[src/dp_pkg.sv]
// dp_pkg: shared widths, constants, register codes and word types for the
// depth-to-point back-projection pipeline. No dependencies.
`default_nettype none

package dp_pkg;

    localparam int COL_W      = 11;
    localparam int ROW_W      = 11;
    localparam int DEPTH_W    = 16;
    localparam int COEF_W     = 32;
    localparam int COORD_W    = 32;
    localparam int CFG_IDX_W  = 3;
    localparam int CFG_DATA_W = 64;

    // frame bounds
    localparam int MAX_WIDTH  = 2048;
    localparam int MAX_HEIGHT = 2048;
    localparam int BOUND_W    = 14;

    // datapath widths
    localparam int PROD_W   = 44;
    localparam int LIN_W    = 45;
    localparam int LO_SPLIT = 23;
    localparam int LO_W     = LO_SPLIT + DEPTH_W;
    localparam int HI_W     = LIN_W - LO_SPLIT + DEPTH_W + 1;
    localparam int SUM_W    = 62;
    localparam int FRAC_DROP = 12;
    localparam int T_W      = SUM_W - FRAC_DROP;
    localparam int N_W      = 39;
    localparam int NL_W     = 20;
    localparam int NH_W     = N_W - NL_W;
    localparam int RECIP_W  = 33;
    localparam int PL_W     = NL_W + RECIP_W;
    localparam int PH_W     = NH_W + RECIP_W;
    localparam int ACC_W    = 72;
    localparam int RES_LSB  = 39;
    localparam int CORR_W   = 9;

    // floor division by 1000 * 2^12, done as >>12, >>3, then /125
    localparam logic signed [T_W-1:0] SAT_HI = 50'sd2147483648000;
    localparam logic signed [T_W-1:0] SAT_LO = -50'sd2147483648000;
    localparam logic [N_W-1:0]        DIV_OFFSET = 39'd268435456000;
    localparam logic [RECIP_W-1:0]    RECIP_125  = 33'd4398046511;
    localparam logic [CORR_W-1:0]     DIV_CORR   = 9'd125;

    localparam logic [COORD_W-1:0] COORD_MAX = 32'h7FFF_FFFF;
    localparam logic [COORD_W-1:0] COORD_MIN = 32'h8000_0000;

    localparam logic signed [COORD_W-1:0] MIN_Z_RESET = 32'sd26214;
    localparam logic signed [COORD_W-1:0] MAX_Z_RESET = 32'sd262144;

    typedef enum logic [CFG_IDX_W-1:0] {
        REG_KINV_01 = 3'd0,
        REG_KINV_23 = 3'd1,
        REG_KINV_45 = 3'd2,
        REG_KINV_67 = 3'd3,
        REG_KINV_8  = 3'd4,
        REG_MIN_Z   = 3'd5,
        REG_MAX_Z   = 3'd6
    } cfg_reg_t;

    typedef logic [8:0][COEF_W-1:0] kinv_t;

    typedef struct packed {
        logic [2:0][LIN_W-1:0] lin;
        logic [DEPTH_W-1:0]    depth;
        logic                  in_frame;
    } lin_word_t;

    typedef struct packed {
        logic [2:0][T_W-1:0] t;
        logic                in_frame;
    } scl_word_t;

    typedef struct packed {
        logic [2:0][COORD_W-1:0] p;
        logic                    in_frame;
    } pt_word_t;

endpackage

`default_nettype wire

[src/dp_out.sv]
// dp_out: output register stage applying the z window and frame test.
// Depends on dp_pkg.
`default_nettype none

module dp_out
    import dp_pkg::*;
(
    input  wire logic                      clk,
    input  wire logic                      rst_n,
    input  wire logic signed [COORD_W-1:0] min_z,
    input  wire logic signed [COORD_W-1:0] max_z,
    input  wire logic                      in_valid,
    output logic                           in_ready,
    input  wire pt_word_t                  in_word,
    output logic                           out_valid,
    input  wire logic                      out_ready,
    output logic [COORD_W-1:0]             x_m,
    output logic [COORD_W-1:0]             y_m,
    output logic [COORD_W-1:0]             z_m,
    output logic                           in_range
);
    logic               valid_reg, valid_next;
    logic [COORD_W-1:0] x_reg, x_next, y_reg, y_next, z_reg, z_next;
    logic               ok_reg, ok_next;

    assign in_ready   = !valid_reg || out_ready;
    assign valid_next = in_ready ? in_valid : valid_reg;

    always_comb
    begin
        ok_next = in_word.in_frame
               && ($signed(in_word.p[2]) > min_z)
               && ($signed(in_word.p[2]) < max_z);
        x_next  = ok_next ? in_word.p[0] : '0;
        y_next  = ok_next ? in_word.p[1] : '0;
        z_next  = ok_next ? in_word.p[2] : '0;
    end

    always_ff @(posedge clk or negedge rst_n)
    begin
        if (!rst_n)
        begin
            valid_reg <= 1'b0;
        end
        else
        begin
            valid_reg <= valid_next;
        end
    end

    always_ff @(posedge clk)
    begin
        if (in_ready && in_valid)
        begin
            x_reg  <= x_next;
            y_reg  <= y_next;
            z_reg  <= z_next;
            ok_reg <= ok_next;
        end
    end

    assign out_valid = valid_reg;
    assign x_m       = x_reg;
    assign y_m       = y_reg;
    assign z_m       = z_reg;
    assign in_range  = ok_reg;

endmodule

`default_nettype wire

[config.mk]
export PLATFORM = sky130hd
export DESIGN_NAME = dp_out
export DESIGN_NICKNAME = d
export VERILOG_FILES = /design/src/dp_pkg.sv /design/src/dp_out.sv
export SDC_FILE = /design/constraint.sdc
export NUM_CORES = 1
export LEC_CHECK = 0
export ABC_AREA = 1
export BUFFER_PORTS_ARGS = -buffer_cell sky130_fd_sc_hd__buf_4
export CAP_MARGIN = 20
export CORE_MARGIN = 4
export CORE_UTILIZATION = 30
export DETAILED_ROUTE_END_ITERATION = 8
export GPL_ROUTABILITY_DRIVEN = 0
export SLEW_MARGIN = 20
export SYNTH_ARGS = -nofsm -noshare
export SYNTH_HDL_FRONTEND = slang
export SYNTH_SLANG_ARGS = --single-unit
export TNS_END_PERCENT = 5
[constraint.sdc]
create_clock -name clk -period 6 [get_ports clk]
set_clock_uncertainty 0.15 [all_clocks]
set_input_delay 0.9 -clock clk [delete_from_list [all_inputs] [get_ports clk]]
set_output_delay 0.9 -clock clk [all_outputs]
set_load 0.005 [all_outputs]
* Word level (Yosys, flattened, before mapping)
Index checks and enable logic that the tools add are counted.
Operators by class: $lt $le $gt $ge 2, reductions and logical operators 5
Operators by type and width (count):
- $gt A32 B32 Y1 | 1
- $lt A32 B32 Y1 | 1
- $logic_and A1 B1 Y1 | 3
- $logic_not A1 Y1 | 1
- $logic_or A1 B1 Y1 | 1
Storage, ports and cells: output and inout port bits 99, register bits after elaboration 98, input bits 165, logic and storage cells 12

* Logic depth before layout (Yosys ltp)
Gate-level depths: netlist of the first run.
word-level depth 3, depth in mapped cells 18, depth with buffers taken out 16

* Worst setup path before layout of the first run
No wires, ideal clock.
path type input port to flip-flop, from input in_valid, to register ok_reg, in the netlist in_range, enable pin, library setup time 0.584 ns, arrival 5.625 ns, stages on the path 2, data required time 5.266 ns, buffers on the path 0, slack -0.359 ns, cell sequence inv_1 > a21oi_1
On the way: word-level cells in the longest chain between the ends 1
RTL lines:
- from (decl) | RTL line dp_out.sv:12 | input wire logic in_valid,
- $logic_and A1 B1 Y1 | RTL line dp_out.sv:53 | if (in_ready && in_valid)
- to (signal assigned) | RTL line dp_out.sv:58 | ok_reg <= ok_next;
- to (decl) | RTL line dp_out.sv:24 | logic ok_reg, ok_next;
Every way passes these cells. A chain may end at the register's enable or synchronous reset.

* Final worst setup path of the first run
from input in_word[88] in the netlist's numbering, to register y_reg[11], in the netlist y_m[11] (data pin)
On the way: word-level cells in the longest chain between the ends 3, elaborated cells between the ends (all ways) 4, those cells by class 2 x order compare; 2 x reduce/logical
RTL lines:
- from (decl) | RTL line dp_out.sv:14 | input wire pt_word_t in_word,
- $gt A32 B32 Y1 | RTL line dp_out.sv:32 | && ($signed(in_word.p[2]) > min_z)
- $logic_and A1 B1 Y1 | RTL line dp_out.sv:32
- $logic_and A1 B1 Y1 (*) | RTL line dp_out.sv:33 | && ($signed(in_word.p[2]) < max_z);
- to (signal assigned) | RTL line dp_out.sv:56 | y_reg <= y_next;
- to (decl) | RTL line dp_out.sv:23 | logic [COORD_W-1:0] x_reg, x_next, y_reg, y_next, z_reg, z_next;
Mark *: on every way between the ends. The rest lies on a longest branch, timed or not.

==> impl_metrics.sql, run 1 <==
INSERT INTO impl_metrics (metric_group, metric, value, unit) VALUES
('run_status', 'status', 'finished clean', ''),
('detailed_routing', 'number_of_vias_per_cell', '4.28', ''),
('timing', 'finalHoldViolCount', '0', ''),
('yosys', 'mappedNetlistArea', '0.00584', 'mm^2'),
('timing', 'final_setup_violating_endpoints', '0', ''),
('timing', 'post-route-min-period', '3.71', 'ns'),
('cts', 'cts_num_sinks', '98', ''),
('timing', 'tightest_slew', '0.974', 'ns'),
('cts', 'cts_post_setup_buffers_inserted', '0', ''),
('cts', 'tritoncts.num_buffers', '9', ''),
('power', 'total_power', '1.80', 'mW'),
('cts', 'worstSkewPairLatency', '0.34', 'ns'),
('power', 'power_density', '216', 'mW/mm^2'),
('detailed_routing', 'postRouteWirelength', '16200', 'um'),
('yosys', 'postSynthCellCount', '595', ''),
('critical_path', 'endpoint_type_of_the_worst_setup_path', 'register', ''),
('floorplanning', 'initial_core_util', '30.9', '%'),
('cts', 'cts_max_level', '3', ''),
('detailed_routing', 'route.antenna.remaining_nets', '0', ''),
('yosys', 'synth.ff_latch_count', '98', ''),
('floorplanning', 'dieArea', '0.0217', 'mm^2'),
('yosys', 'yosys_warnings', '0', ''),
('cts', 'clk_pin_slew_worst_paths', '0.07', 'ns'),
('finish', 'final_layout_size_suffix_gt1_share', '37.9', '%'),
('timing', 'fmax', '0.269', 'GHz'),
('power', 'peakVddDrop', '0.118', 'mV'),
('cts', 'cts-hold-fix-buffers', '0', ''),
('critical_path', 'timing_worst_setup_path_type', 'input port to register', ''),
('floorplanning', 'chipHeight', '147', 'um'),
('global_routing', 'first_pass_grt_wire_length', '25400', 'um'),
('critical_path', 'timing.critical_path.from_type', 'input port', ''),
('timing', 'rsz0062_at_grt', 'no', ''),
('job', 'max-cap-violations', '0', ''),
('global_routing', 'grt_overall_usage', '14.7', '%'),
('critical_path', 'timing.critical_path.fanout_max', '62', ''),
('cts', 'cts_root_buffer', 'clkbuf_16', ''),
('floorplanning', 'site_row_count', '50', ''),
('yosys', 'synthesis.area_per_instance', '9.81', 'um^2'),
('critical_path', 'crit_slowest_cell', 'nand3_4', ''),
('power', 'p_leak', '4.23', 'nW'),
('timing', 'totalNegativeSetupSlack', '0', 'ns'),
('floorplanning', 'fp.coreArea', '0.0189', 'mm^2'),
('global_routing', 'pin_count_of_the_biggest_net_entering_global_routing', '66', ''),
('critical_path', 'arrival', '3.71', 'ns'),
('placed_design', 'post-dp-hpwl', '12900', 'um'),
('cts', 'tritoncts', 'yes', ''),
('yosys', 'net_count_of_the_mapped_netlist', '823', ''),
('yosys', 'yosysSeqAreaShare', '50.3', '%'),
('global_routing', 'global_route.overflow_total', '0', ''),
('critical_path', 'crit_path_max_incr_delay', '0.71', 'ns'),
('hold_path', 'min_path_type', 'input port to async pin', ''),
('timing', 'ratio_of_final_minimum_period_to_clock_period', '61.8', '%'),
('finish', 'nets', '1081', ''),
('detailed_routing', 'drtIter0Drc', '163', ''),
('timing', 'final-max-slew-violation-count', '0', ''),
('global_routing', 'number_of_global_route_vias_before_repair', '4812', ''),
('finish', 'n_antenna_cell', '0', ''),
('floorplanning', 'die_w', '147', 'um'),
('yosys', 'yosys.cell_types.count', '26', ''),
('detailed_routing', 'num_vias', '4777', ''),
('detailed_routing', 'drt_pre_antenna_iters', '4', ''),
('floorplanning', 'top_level_ports', '264', ''),
('cts', 'cts_resized', '0', ''),
('timing', 'timing.max_slew.rel_slack', '35.1', '%'),
('critical_path', 'worst_ep_required', '5.99', 'ns'),
('critical_path', 'worst_path_cell_trace', 'buf_4 -> ha_1 -> nand2_1 -> nor2_1 -> nand4_1 -> nor2_1 -> nand2_1 -> nand3_1 -> nand3_4 -> buf_4 -> nor3_1', ''),
('global_routing', 'grt_antenna_before_repair', '0', ''),
('detailed_routing', 'drc_errors', '0', ''),
('finish', 'layout-area-overhead-vs-synth', '42.9', '%'),
('detailed_routing', 'wire_per_inst', '14.5', 'um'),
('cts', 'clock_path_buffers', '2', ''),
('placed_design', 'io_buffer_count', '263', '');
[Yosys cell counts]
| master | instances | area, um^2 |
|---|---|---|
| nand3b_1 | 1 | 7.51 |
| nand4_1 | 1 | 6.26 |
| nor2_1 | 16 | 60.1 |
| clkbuf_1 | 5 | 18.8 |
| a21oi_1 | 30 | 150 |
| nand2_2 | 1 | 6.26 |
| o21ai_0 | 6 | 30.0 |
| buf_6 | 7 | 78.8 |
| nand3_2 | 1 | 10.0 |
| ha_1 | 63 | 788 |
| o21a_1 | 2 | 15.0 |
| and3_1 | 1 | 6.26 |
| a21o_1 | 1 | 7.51 |
| nor2_2 | 1 | 6.26 |
| a31oi_1 | 1 | 6.26 |
| o211ai_1 | 1 | 7.51 |
| nor3b_2 | 1 | 12.5 |
| nand3_1 | 5 | 25.0 |
| buf_4 | 1 | 7.51 |
| nor3_2 | 39 | 390 |
| dfrtp_1 | 1 | 25.0 |
| buf_2 | 7 | 35.0 |
| inv_1 | 176 | 661 |
| edfxtp_1 | 97 | 2910 |
| nand2_1 | 71 | 267 |
| nor3_1 | 59 | 295 |
[sequential cells by signal, indices dropped and copies added (netlist names)]
name,cells
y_m,32
out_valid,1
x_m,32
in_range,1
z_m,32
[cell type report]
cell class / instances / area [um^2]
clock buffer: 9 / 225
clock inverter: 6 / 66.3
fill: 1915 / 10600
inverter: 176 / 661
multi-input combinational: 301 / 2120
sequential: 98 / 2940
tap: 260 / 325
timing repair buffer: 267 / 2000
[worst max-delay path, delay by kind of cell]
family / cells / cell delay (ns)
fa+ha+maj: 1 / 0.29
buf+inv: 2 / 0.69
simple gates: 8 / 1.79
[metrics by stage]
step | setup WS, ns | hold slack [ns] | cell area, um^2 | util (%) | cells
final | 2.29 | 0.173 | 8340 | 44.1 | 1117
after global routing | 1.94 | 0.153 | 8340 | 44.1 | 1117
after CTS | 2.18 | 0.150 | 8340 | 44.1 | 1117
after detailed placement | 1.82 | 0.450 | 8050 | 42.6 | 1102
after global placement | 1.90 | 0.427 | 8050 | 42.6 | 1102
after floorplan | 1.63 | 0.401 | 5840 | - | 595
[placed cells by master (no fill, tap or decap), types with 2 or more instances in the layout]
cell	count
a21oi_1	29
buf_4	267
clkbuf_16	9
clkinvlp_4	2
edfxtp_1	97
ha_1	63
inv_1	176
nand2_1	71
nand3_1	5
nor2_1	16
nor3_1	59
nor3_2	39
o21a_1	2
o21ai_0	6
[worst paths after layout]
check | start | to | slack, ns | cells after the start
hold / removal | rst_n | out_valid | 0.17 | 1
setup / recovery | in_word[88] | y_m[11] | 2.29 | 11
setup reg to reg | out_valid | y_m[15] | 3.68 | 3
hold reg to reg | out_valid | out_valid | 0.45 | 2
max in group asynchronous | rst_n | out_valid | 5.45 | 1
min in group clk | out_valid | out_valid | 0.45 | 2
[power breakdown]
part / switching (mW) / internal (mW)
Clock: 0.254 / 0.322
Combinational: 0.221 / 0.187
Sequential: 0.0129 / 0.807
[kinds of logic (layout without fill, tap and decap cells)]
| group | count (synthesis) | count (layout) | share of synthesized area, % |
|---|---|---|---|
| and+or+nand+nor | 197 | 197 | 18.7 |
| AOI/OAI and AO/OA | 41 | 41 | 3.71 |
| buffers and inverters | 196 | 458 | 13.7 |
| adders and majority gates | 63 | 63 | 13.5 |
| DFF | 98 | 98 | 50.3 |
[per-layer routing]
layer	wire [um]	GRT usage [%]	share of wire, %	vias up
met3	1450	4.41	8.9	13
met1	6720	18.0	41	2153
li1	-	-	-	2432
met4	285	4.99	1.8	0
met2	7780	24.8	48	179
met5	0	0	0	-
No activity file was read; power rests on OpenSTA's default activity.
==> run 2, diff against run 1 <==
==> constraint.sdc (replaced) <==
create_clock -name clk -period 3.2 [get_ports clk]
set_clock_uncertainty 0.15 [all_clocks]
set_input_delay 0.48 -clock clk [delete_from_list [all_inputs] [get_ports clk]]
set_output_delay 0.48 -clock clk [all_outputs]
set_load 0.005 [all_outputs]
==> impl_metrics.sql, run 2 (synthesized netlist as in run 1, its figures left out) <==
INSERT INTO impl_metrics (metric_group, metric, value, unit) VALUES
('timing', 'hold_ws', '0.207', 'ns'),
('power', 'power_density', '400', 'mW/mm^2'),
('cts', 'cts_root_buffer', 'clkbuf_16', ''),
('detailed_routing', 'drtIter0Drc', '147', ''),
('timing', 'totalNegativeSetupSlack', '0', 'ns'),
('floorplanning', 'fp.coreArea', '0.0189', 'mm^2'),
('timing', 'post-route-min-period', '2.47', 'ns'),
('detailed_routing', 'route.antenna.remaining_nets', '0', ''),
('finish', 'stdcell_area', '0.00848', 'mm^2'),
('detailed_routing', 'postRouteWirelength', '16000', 'um'),
('floorplanning', 'chipHeight', '147', 'um'),
('detailed_routing', 'wire_per_inst', '14.2', 'um'),
('cts', 'tritoncts.num_buffers', '9', ''),
('detailed_routing', 'drt_pre_antenna_iters', '4', ''),
('cts', 'cts_post_setup_buffers_inserted', '0', ''),
('cts', 'cts_max_level', '3', ''),
('timing', 'ratio_of_final_minimum_period_to_clock_period', '77.2', '%'),
('finish', 'layout-area-overhead-vs-synth', '45.3', '%'),
('hold_path', 'min_path_type', 'input port to register', ''),
('global_routing', 'grt_antenna_before_repair', '0', ''),
('timing', 'timing.max_slew.rel_slack', '57.1', '%'),
('finish', 'nets', '1088', ''),
('finish', 'mostFrequentLayoutCells', '266 x buf_4, 176 x inv_1, 97 x edfxtp_1', ''),
('cts', 'tritoncts', 'yes', ''),
('timing', 'rsz0062_at_grt', 'no', ''),
('timing', 'tightest_slew', '0.642', 'ns'),
('critical_path', 'endpoint_type_of_the_worst_setup_path', 'register', ''),
('placed_design', 'post-dp-hpwl', '13000', 'um'),
('critical_path', 'arrival', '2.49', 'ns'),
('critical_path', 'timing.critical_path.fanout_max', '39', ''),
('global_routing', 'pin_count_of_the_biggest_net_entering_global_routing', '55', ''),
('detailed_routing', 'drc_errors', '0', ''),
('detailed_routing', 'num_vias', '4791', ''),
('finish', 'final_layout_size_suffix_gt1_share', '38.5', '%'),
('timing', 'finalHoldViolCount', '0', ''),
('critical_path', 'crit_slowest_cell', 'buf_12', ''),
('critical_path', 'crit_path_max_incr_delay', '0.30', 'ns'),
('timing', 'final-max-slew-violation-count', '0', ''),
('finish', 'n_antenna_cell', '0', ''),
('power', 'peakVddDrop', '0.197', 'mV'),
('finish', 'finish.utilization', '44.9', '%'),
('detailed_routing', 'number_of_vias_per_cell', '4.26', ''),
('global_routing', 'first_pass_grt_wire_length', '25200', 'um'),
('floorplanning', 'dieArea', '0.0217', 'mm^2'),
('floorplanning', 'initial_core_util', '30.9', '%'),
('placed_design', 'io_buffer_count', '263', ''),
('critical_path', 'timing.critical_path.from_type', 'input port', ''),
('timing', 'final_setup_violating_endpoints', '0', ''),
('critical_path', 'worst_ep_required', '3.22', 'ns'),
('cts', 'cts_num_sinks', '98', ''),
('floorplanning', 'top_level_ports', '264', ''),
('floorplanning', 'die_w', '147', 'um'),
('timing', 'fmax', '0.405', 'GHz'),
('cts', 'worstSkewPairLatency', '0.35', 'ns'),
('cts', 'cts-hold-fix-buffers', '1', ''),
('critical_path', 'worst_path_cell_trace', 'buf_4 -> ha_1 -> nand2_1 -> nor2_1 -> nand4_1 -> nor2_1 -> nand2_1 -> nand3_1 -> nand3_4 -> buf_12 -> nor3_1', ''),
('job', 'max-cap-violations', '0', ''),
('power', 'p_leak', '4.30', 'nW'),
('cts', 'cts_resized', '0', ''),
('global_routing', 'global_route.overflow_total', '0', ''),
('finish', 'mostFrequentLayoutCell', 'buf_4', ''),
('run_status', 'status', 'finished clean', ''),
('floorplanning', 'site_row_count', '50', ''),
('cts', 'clock_path_buffers', '2', ''),
('global_routing', 'grt_overall_usage', '14.6', '%'),
('global_routing', 'number_of_global_route_vias_before_repair', '4790', ''),
('critical_path', 'timing_worst_setup_path_type', 'input port to register', ''),
('cts', 'clk_pin_slew_worst_paths', '0.08', 'ns'),
('placed_design', 'dpl-instance-area', '0.00818', 'mm^2');
run 2: changes by cell type in the layout (fill, tap and decap cells not counted):
| cell | change |
|---|---|
| buf_12 | +7 |
| inv_6 | -1 |
| bufinv_16 | -1 |
| clkinv_2 | +1 |
| clkinv_4 | +2 |
| buf_4 | -1 |
| clkinvlp_4 | -1 |
| clkinv_1 | -1 |
| inv_8 | +2 |
| dlygate4sd3_1 | +1 |
run 2: critical path: cells and delay by family:
kind          cells  cell delay (ns)
simple gates      8             1.29
buf+inv           2             0.43
fa+ha+maj         1             0.28
run 2: area by class of cell:
class | instances | area (um^2)
Clock buffer | 9 | 225
Multi-Input combinational cell | 301 | 2120
Clock inverter | 7 | 61.3
Inverter | 176 | 661
Sequential cell | 98 | 2940
Tap cell | 260 | 325
Timing Repair Buffer | 274 | 2150
Fill cell | 1873 | 10400
run 2: worst paths after layout:
check,startpoint,slack (ns),cells after the start,to
min in group asynchronous,rst_n,0.28,2,out_valid
min reg2reg,out_valid,0.44,2,out_valid
max,in_word[88],0.73,11,x_m[9]
max reg2reg,out_valid,1.41,2,z_m[30]
min,in_valid,0.21,3,out_valid
max in group asynchronous,rst_n,2.54,2,out_valid
run 2: stage by stage:
stage | std cells | total power, mW | setup WS [ns]
floorplan | 595 | 1.97 | 0.441
global placement | 1108 | 2.37 | 0.353
detailed placement | 1108 | 2.38 | 0.285
CTS | 1125 | 3.45 | 0.638
global route | 1125 | 3.58 | 0.403
finish | 1125 | 3.39 | 0.730
run 2: power breakdown:
part	total [mW]	switching, mW	internal, mW
sequential	1.54	0.0244	1.51
clock	1.06	0.515	0.542
combinational	0.802	0.416	0.386
total	3.39	0.955	2.44
run 2: routing by layer:
| metal | GRT usage (%) | share of wire, % |
|---|---|---|
| met2 | 23.6 | 46 |
| met3 | 4.66 | 9.3 |
| met4 | 4.52 | 1.4 |
| met5 | 0 | 0 |
| met1 | 18.7 | 44 |
==> run 3, diff against run 2 <==
--- a/config.mk
+++ b/config.mk
@@ -5,7 +5,7 @@
 export SDC_FILE = /design/constraint.sdc
 export NUM_CORES = 1
 export LEC_CHECK = 0
-export ABC_AREA = 1
+export ABC_AREA = 0
 export BUFFER_PORTS_ARGS = -buffer_cell sky130_fd_sc_hd__buf_4
 export CAP_MARGIN = 20
 export CORE_MARGIN = 4
==> constraint.sdc (replaced) <==
create_clock -name clk -period 2.2 [get_ports clk]
set_clock_uncertainty 0.15 [all_clocks]
set_input_delay 0.33 -clock clk [delete_from_list [all_inputs] [get_ports clk]]
set_output_delay 0.33 -clock clk [all_outputs]
set_load 0.005 [all_outputs]
==> impl_metrics.sql, run 3 <==
INSERT INTO impl_metrics (metric_group, metric, value, unit) VALUES
('global_routing', 'grt_overall_usage', '15.3', '%'),
('floorplanning', 'die_w', '144', 'um'),
('critical_path', 'rr_startpoint', 'out_valid', ''),
('critical_path', 'timing_worst_setup_path_type', 'input port to register', ''),
('timing', 'post-route-min-period', '2.44', 'ns'),
('cts', 'cts_num_sinks', '98', ''),
('timing', 'fmax', '0.410', 'GHz'),
('finish', 'nets', '1096', ''),
('timing', 'setup_ws', '-0.240', 'ns'),
('floorplanning', 'dieArea', '0.0206', 'mm^2'),
('critical_path', 'endpoint_type_of_the_worst_setup_path', 'register', ''),
('critical_path', 'timing.critical_path.fanout_max', '13', ''),
('detailed_routing', 'wire_per_inst', '15.1', 'um'),
('yosys', 'synth_top_cell_area_share', '52.9', '%'),
('finish', 'stdcell_area', '0.00898', 'mm^2'),
('global_routing', 'grt-busiest-layer', 'met2', ''),
('yosys', 'yosysMostFrequentCell', 'inv_1', ''),
('finish', 'mostFrequentLayoutCell', 'buf_4', ''),
('global_routing', 'number_of_global_route_vias_before_repair', '4844', ''),
('cts', 'worstSkewPairLatency', '0.34', 'ns'),
('critical_path', 'worst_ep_required', '2.14', 'ns'),
('cts', 'cts_max_level', '3', ''),
('floorplanning', 'initial_core_util', '30.6', '%'),
('yosys', 'yosys.area.top_type', 'edfxtp_1', ''),
('floorplanning', 'site_row_count', '49', ''),
('global_routing', 'first_pass_grt_wire_length', '24700', 'um'),
('finish', 'layout-area-overhead-vs-synth', '62.9', '%'),
('yosys', 'synthArstFlopShare', '1.02', '%'),
('timing', 'tightest_slew', '0.386', 'ns'),
('cts', 'cts_root_buffer', 'clkbuf_16', ''),
('timing', 'final-max-slew-violation-count', '0', ''),
('hold_path', 'holdPathEnd', 'out_valid', ''),
('global_routing', 'grt.met3_usage', '3.36', '%'),
('timing', 'finalHoldViolCount', '0', ''),
('cts', 'clock_path_buffers', '2', ''),
('critical_path', 'timing.rr.end', 'x_m[6]', ''),
('power', 'power_density', '570', 'mW/mm^2'),
('timing', 'final_setup_violating_endpoints', '97', ''),
('detailed_routing', 'postRouteWirelength', '16600', 'um'),
('hold_path', 'number_of_instances_on_the_worst_hold_path', '2', ''),
('yosys', 'synth-edff-count', '97', ''),
('detailed_routing', 'route.antenna.remaining_nets', '0', ''),
('yosys', 'net_count_of_the_mapped_netlist', '770', ''),
('critical_path', 'reg2regPathDepth', '3', ''),
('timing', 'ratio_of_final_minimum_period_to_clock_period', '111', '%'),
('finish', 'final_layout_size_suffix_gt1_share', '45.4', '%'),
('power', 'p_leak', '4.44', 'nW'),
('detailed_routing', 'number_of_vias_per_cell', '4.40', ''),
('run_status', 'status', 'finished, violations left', ''),
('timing', 'rsz0062_at_grt', 'yes', ''),
('yosys', 'post_synth_most_frequent_cells', '161 x inv_1, 99 x nor3_1, 97 x edfxtp_1', ''),
('finish', 'mostFrequentLayoutCells', '311 x buf_4, 149 x inv_1, 97 x edfxtp_1', ''),
('floorplanning', 'fp.coreArea', '0.0180', 'mm^2'),
('placed_design', 'io_buffer_count', '263', ''),
('run_status', 'failed_checks', 'negative setup slack', ''),
('detailed_routing', 'drtIter0Drc', '185', ''),
('job', 'max-cap-violations', '0', ''),
('finish', 'n_fill_cell', '1690', ''),
('yosys', 'yosysSeqAreaShare', '53.3', '%'),
('critical_path', 'worstSetupStartpoint', 'max_z[31]', ''),
('global_routing', 'grt_antenna_before_repair', '0', ''),
('detailed_routing', 'drc_errors', '0', ''),
('cts', 'clk_pin_slew_worst_paths', '0.07', 'ns'),
('yosys', 'yosys_warnings', '0', ''),
('detailed_routing', 'drt_pre_antenna_iters', '6', ''),
('timing', 'hold_ws', '0.0347', 'ns'),
('cts', 'tritoncts.num_buffers', '9', ''),
('finish', 'multi_input_area', '0.00212', 'mm^2'),
('global_routing', 'met2_usage', '26.8', '%'),
('finish', 'n_antenna_cell', '0', ''),
('floorplanning', 'top_level_ports', '264', ''),
('power', 'peakVddDrop', '0.497', 'mV'),
('critical_path', 'arrival', '2.38', 'ns'),
('global_routing', 'pin_count_of_the_biggest_net_entering_global_routing', '39', ''),
('timing', 'timing.max_slew.rel_slack', '74.2', '%'),
('yosys', 'synthesis.area_per_instance', '10.2', 'um^2'),
('placed_design', 'post-dp-hpwl', '13000', 'um'),
('critical_path', 'reg2reg_setup_slack', '0.59', 'ns'),
('cts', 'tritoncts', 'yes', ''),
('hold_path', 'min_path_type', 'input port to register', ''),
('global_routing', 'groute.layer.met1.usage', '19.4', '%'),
('yosys', 'synthTopCellsByArea', 'edfxtp_1 53%, ha_1 14%, inv_1 11%, nor3_1 9.0%, a21oi_1 2.4%', ''),
('yosys', 'yosys_most_used_dff', 'edfxtp_1', ''),
('global_routing', 'global_route.overflow_total', '0', ''),
('yosys', 'mappedNetlistArea', '0.00551', 'mm^2'),
('hold_path', 'hold_path_startpoint', 'in_valid', ''),
('floorplanning', 'chipHeight', '144', 'um'),
('placed_design', 'dpl-instance-area', '0.00837', 'mm^2'),
('yosys', 'postSynthCellCount', '542', ''),
('yosys', 'synth.ff_latch_count', '98', ''),
('detailed_routing', 'num_vias', '4846', ''),
('critical_path', 'timing.critical_path.from_type', 'input port', ''),
('finish', 'area.sequential', '0.00294', 'mm^2'),
('yosys', 'yosys.cell_types.count', '33', '');
-- run 3: cell types whose count changed in the layout (fill, tap and decap cells not counted), sizes merged, moves of 3 or more --
cell / delta
buf: +58
nor2: -11
a21oi: -4
clkinv: -3
nand3: -3
o21ai: +6
nor4: +3
clkbuf: +4
nand2: -54
inv: -15
nand4: +10
a221oi: +3
-- run 3: routing by layer --
layer,wire (um),vias up
met5,0,-
li1,-,2485
met2,8300,180
met3,1270,11
met4,179,0
met1,6890,2170
-- run 3: how the worst max path moves through the flow --
| stage | endpoint | slack [ns] | depth (start not counted) |
|---|---|---|---|
| floorplan | x_m[29] | -0.35 | 9 |
| global placement | x_m[0] | -0.66 | 8 |
| detailed placement | y_m[31] | -0.74 | 8 |
| CTS | y_m[10] | -0.26 | 9 |
| global route | x_m[3] | -0.30 | 11 |
| finish | x_m[3] | -0.24 | 10 |
-- run 3: power by group --
group          internal (mW)  leakage [nW]  total [mW]  switching [mW]
Clock                  0.778         0.126        1.48           0.703
Sequential              2.21         0.978        2.25          0.0361
Combinational          0.732          3.34        1.40           0.664
-- run 3: kinds of logic (layout without fill, tap and decap cells) --
group | count (synthesis) | after routing | synth area share [%]
and+or+nand+nor | 146 | 146 | 13.3
xor gates and xnor gates | 1 | 1 | 0.159
buffers and inverters | 181 | 512 | 12.9
DFF | 98 | 98 | 53.3
AOI/OAI and AO/OA | 53 | 53 | 6.02
adders and majority gates | 63 | 63 | 14.3
-- run 3: area by class of cell --
| cell class | count | share of cell area [%] |
|---|---|---|
| Clock buffer | 10 | 2.55 |
| Clock inverter | 6 | 0.543 |
| Inverter | 161 | 7.01 |
| Multi-Input combinational cell | 263 | 23.6 |
| Sequential cell | 98 | 32.7 |
| Tap cell | 229 | 3.19 |
| Timing Repair Buffer | 335 | 30.4 |
-- run 3: stage by stage --
stage	cells	setup WS, ns	utilization, %	power [mW]	TNS [ns]
after floorplan	542	-0.355	-	2.84	-26.63
after global placement	1076	-0.657	46.4	3.57	-60.94
after detailed placement	1076	-0.740	46.4	3.59	-68.37
after CTS	1097	-0.264	48.8	5.13	-22.63
after global routing	1102	-0.296	49.8	5.42	-26.33
final	1102	-0.240	49.8	5.12	-20.44
-- run 3: timing repair --
action,CTS,global route
pin swaps,3,7
gates resized for setup,17,21
setup buffers,3,1
gates cloned,1,4
hold buffers,1,0
endpoints found under the setup margin,97,97
endpoints found under the hold margin,1,0
-- run 3: critical path, cell delays in order --
cell	delay, ns
buf_6	0.07
inv_4	0.03
ha_4	0.25
nand4_1	0.18
or3_1	0.37
or4_4	0.51
o221ai_4	0.22
buf_4	0.20
clkbuf_16	0.17
nor3_1	0.05
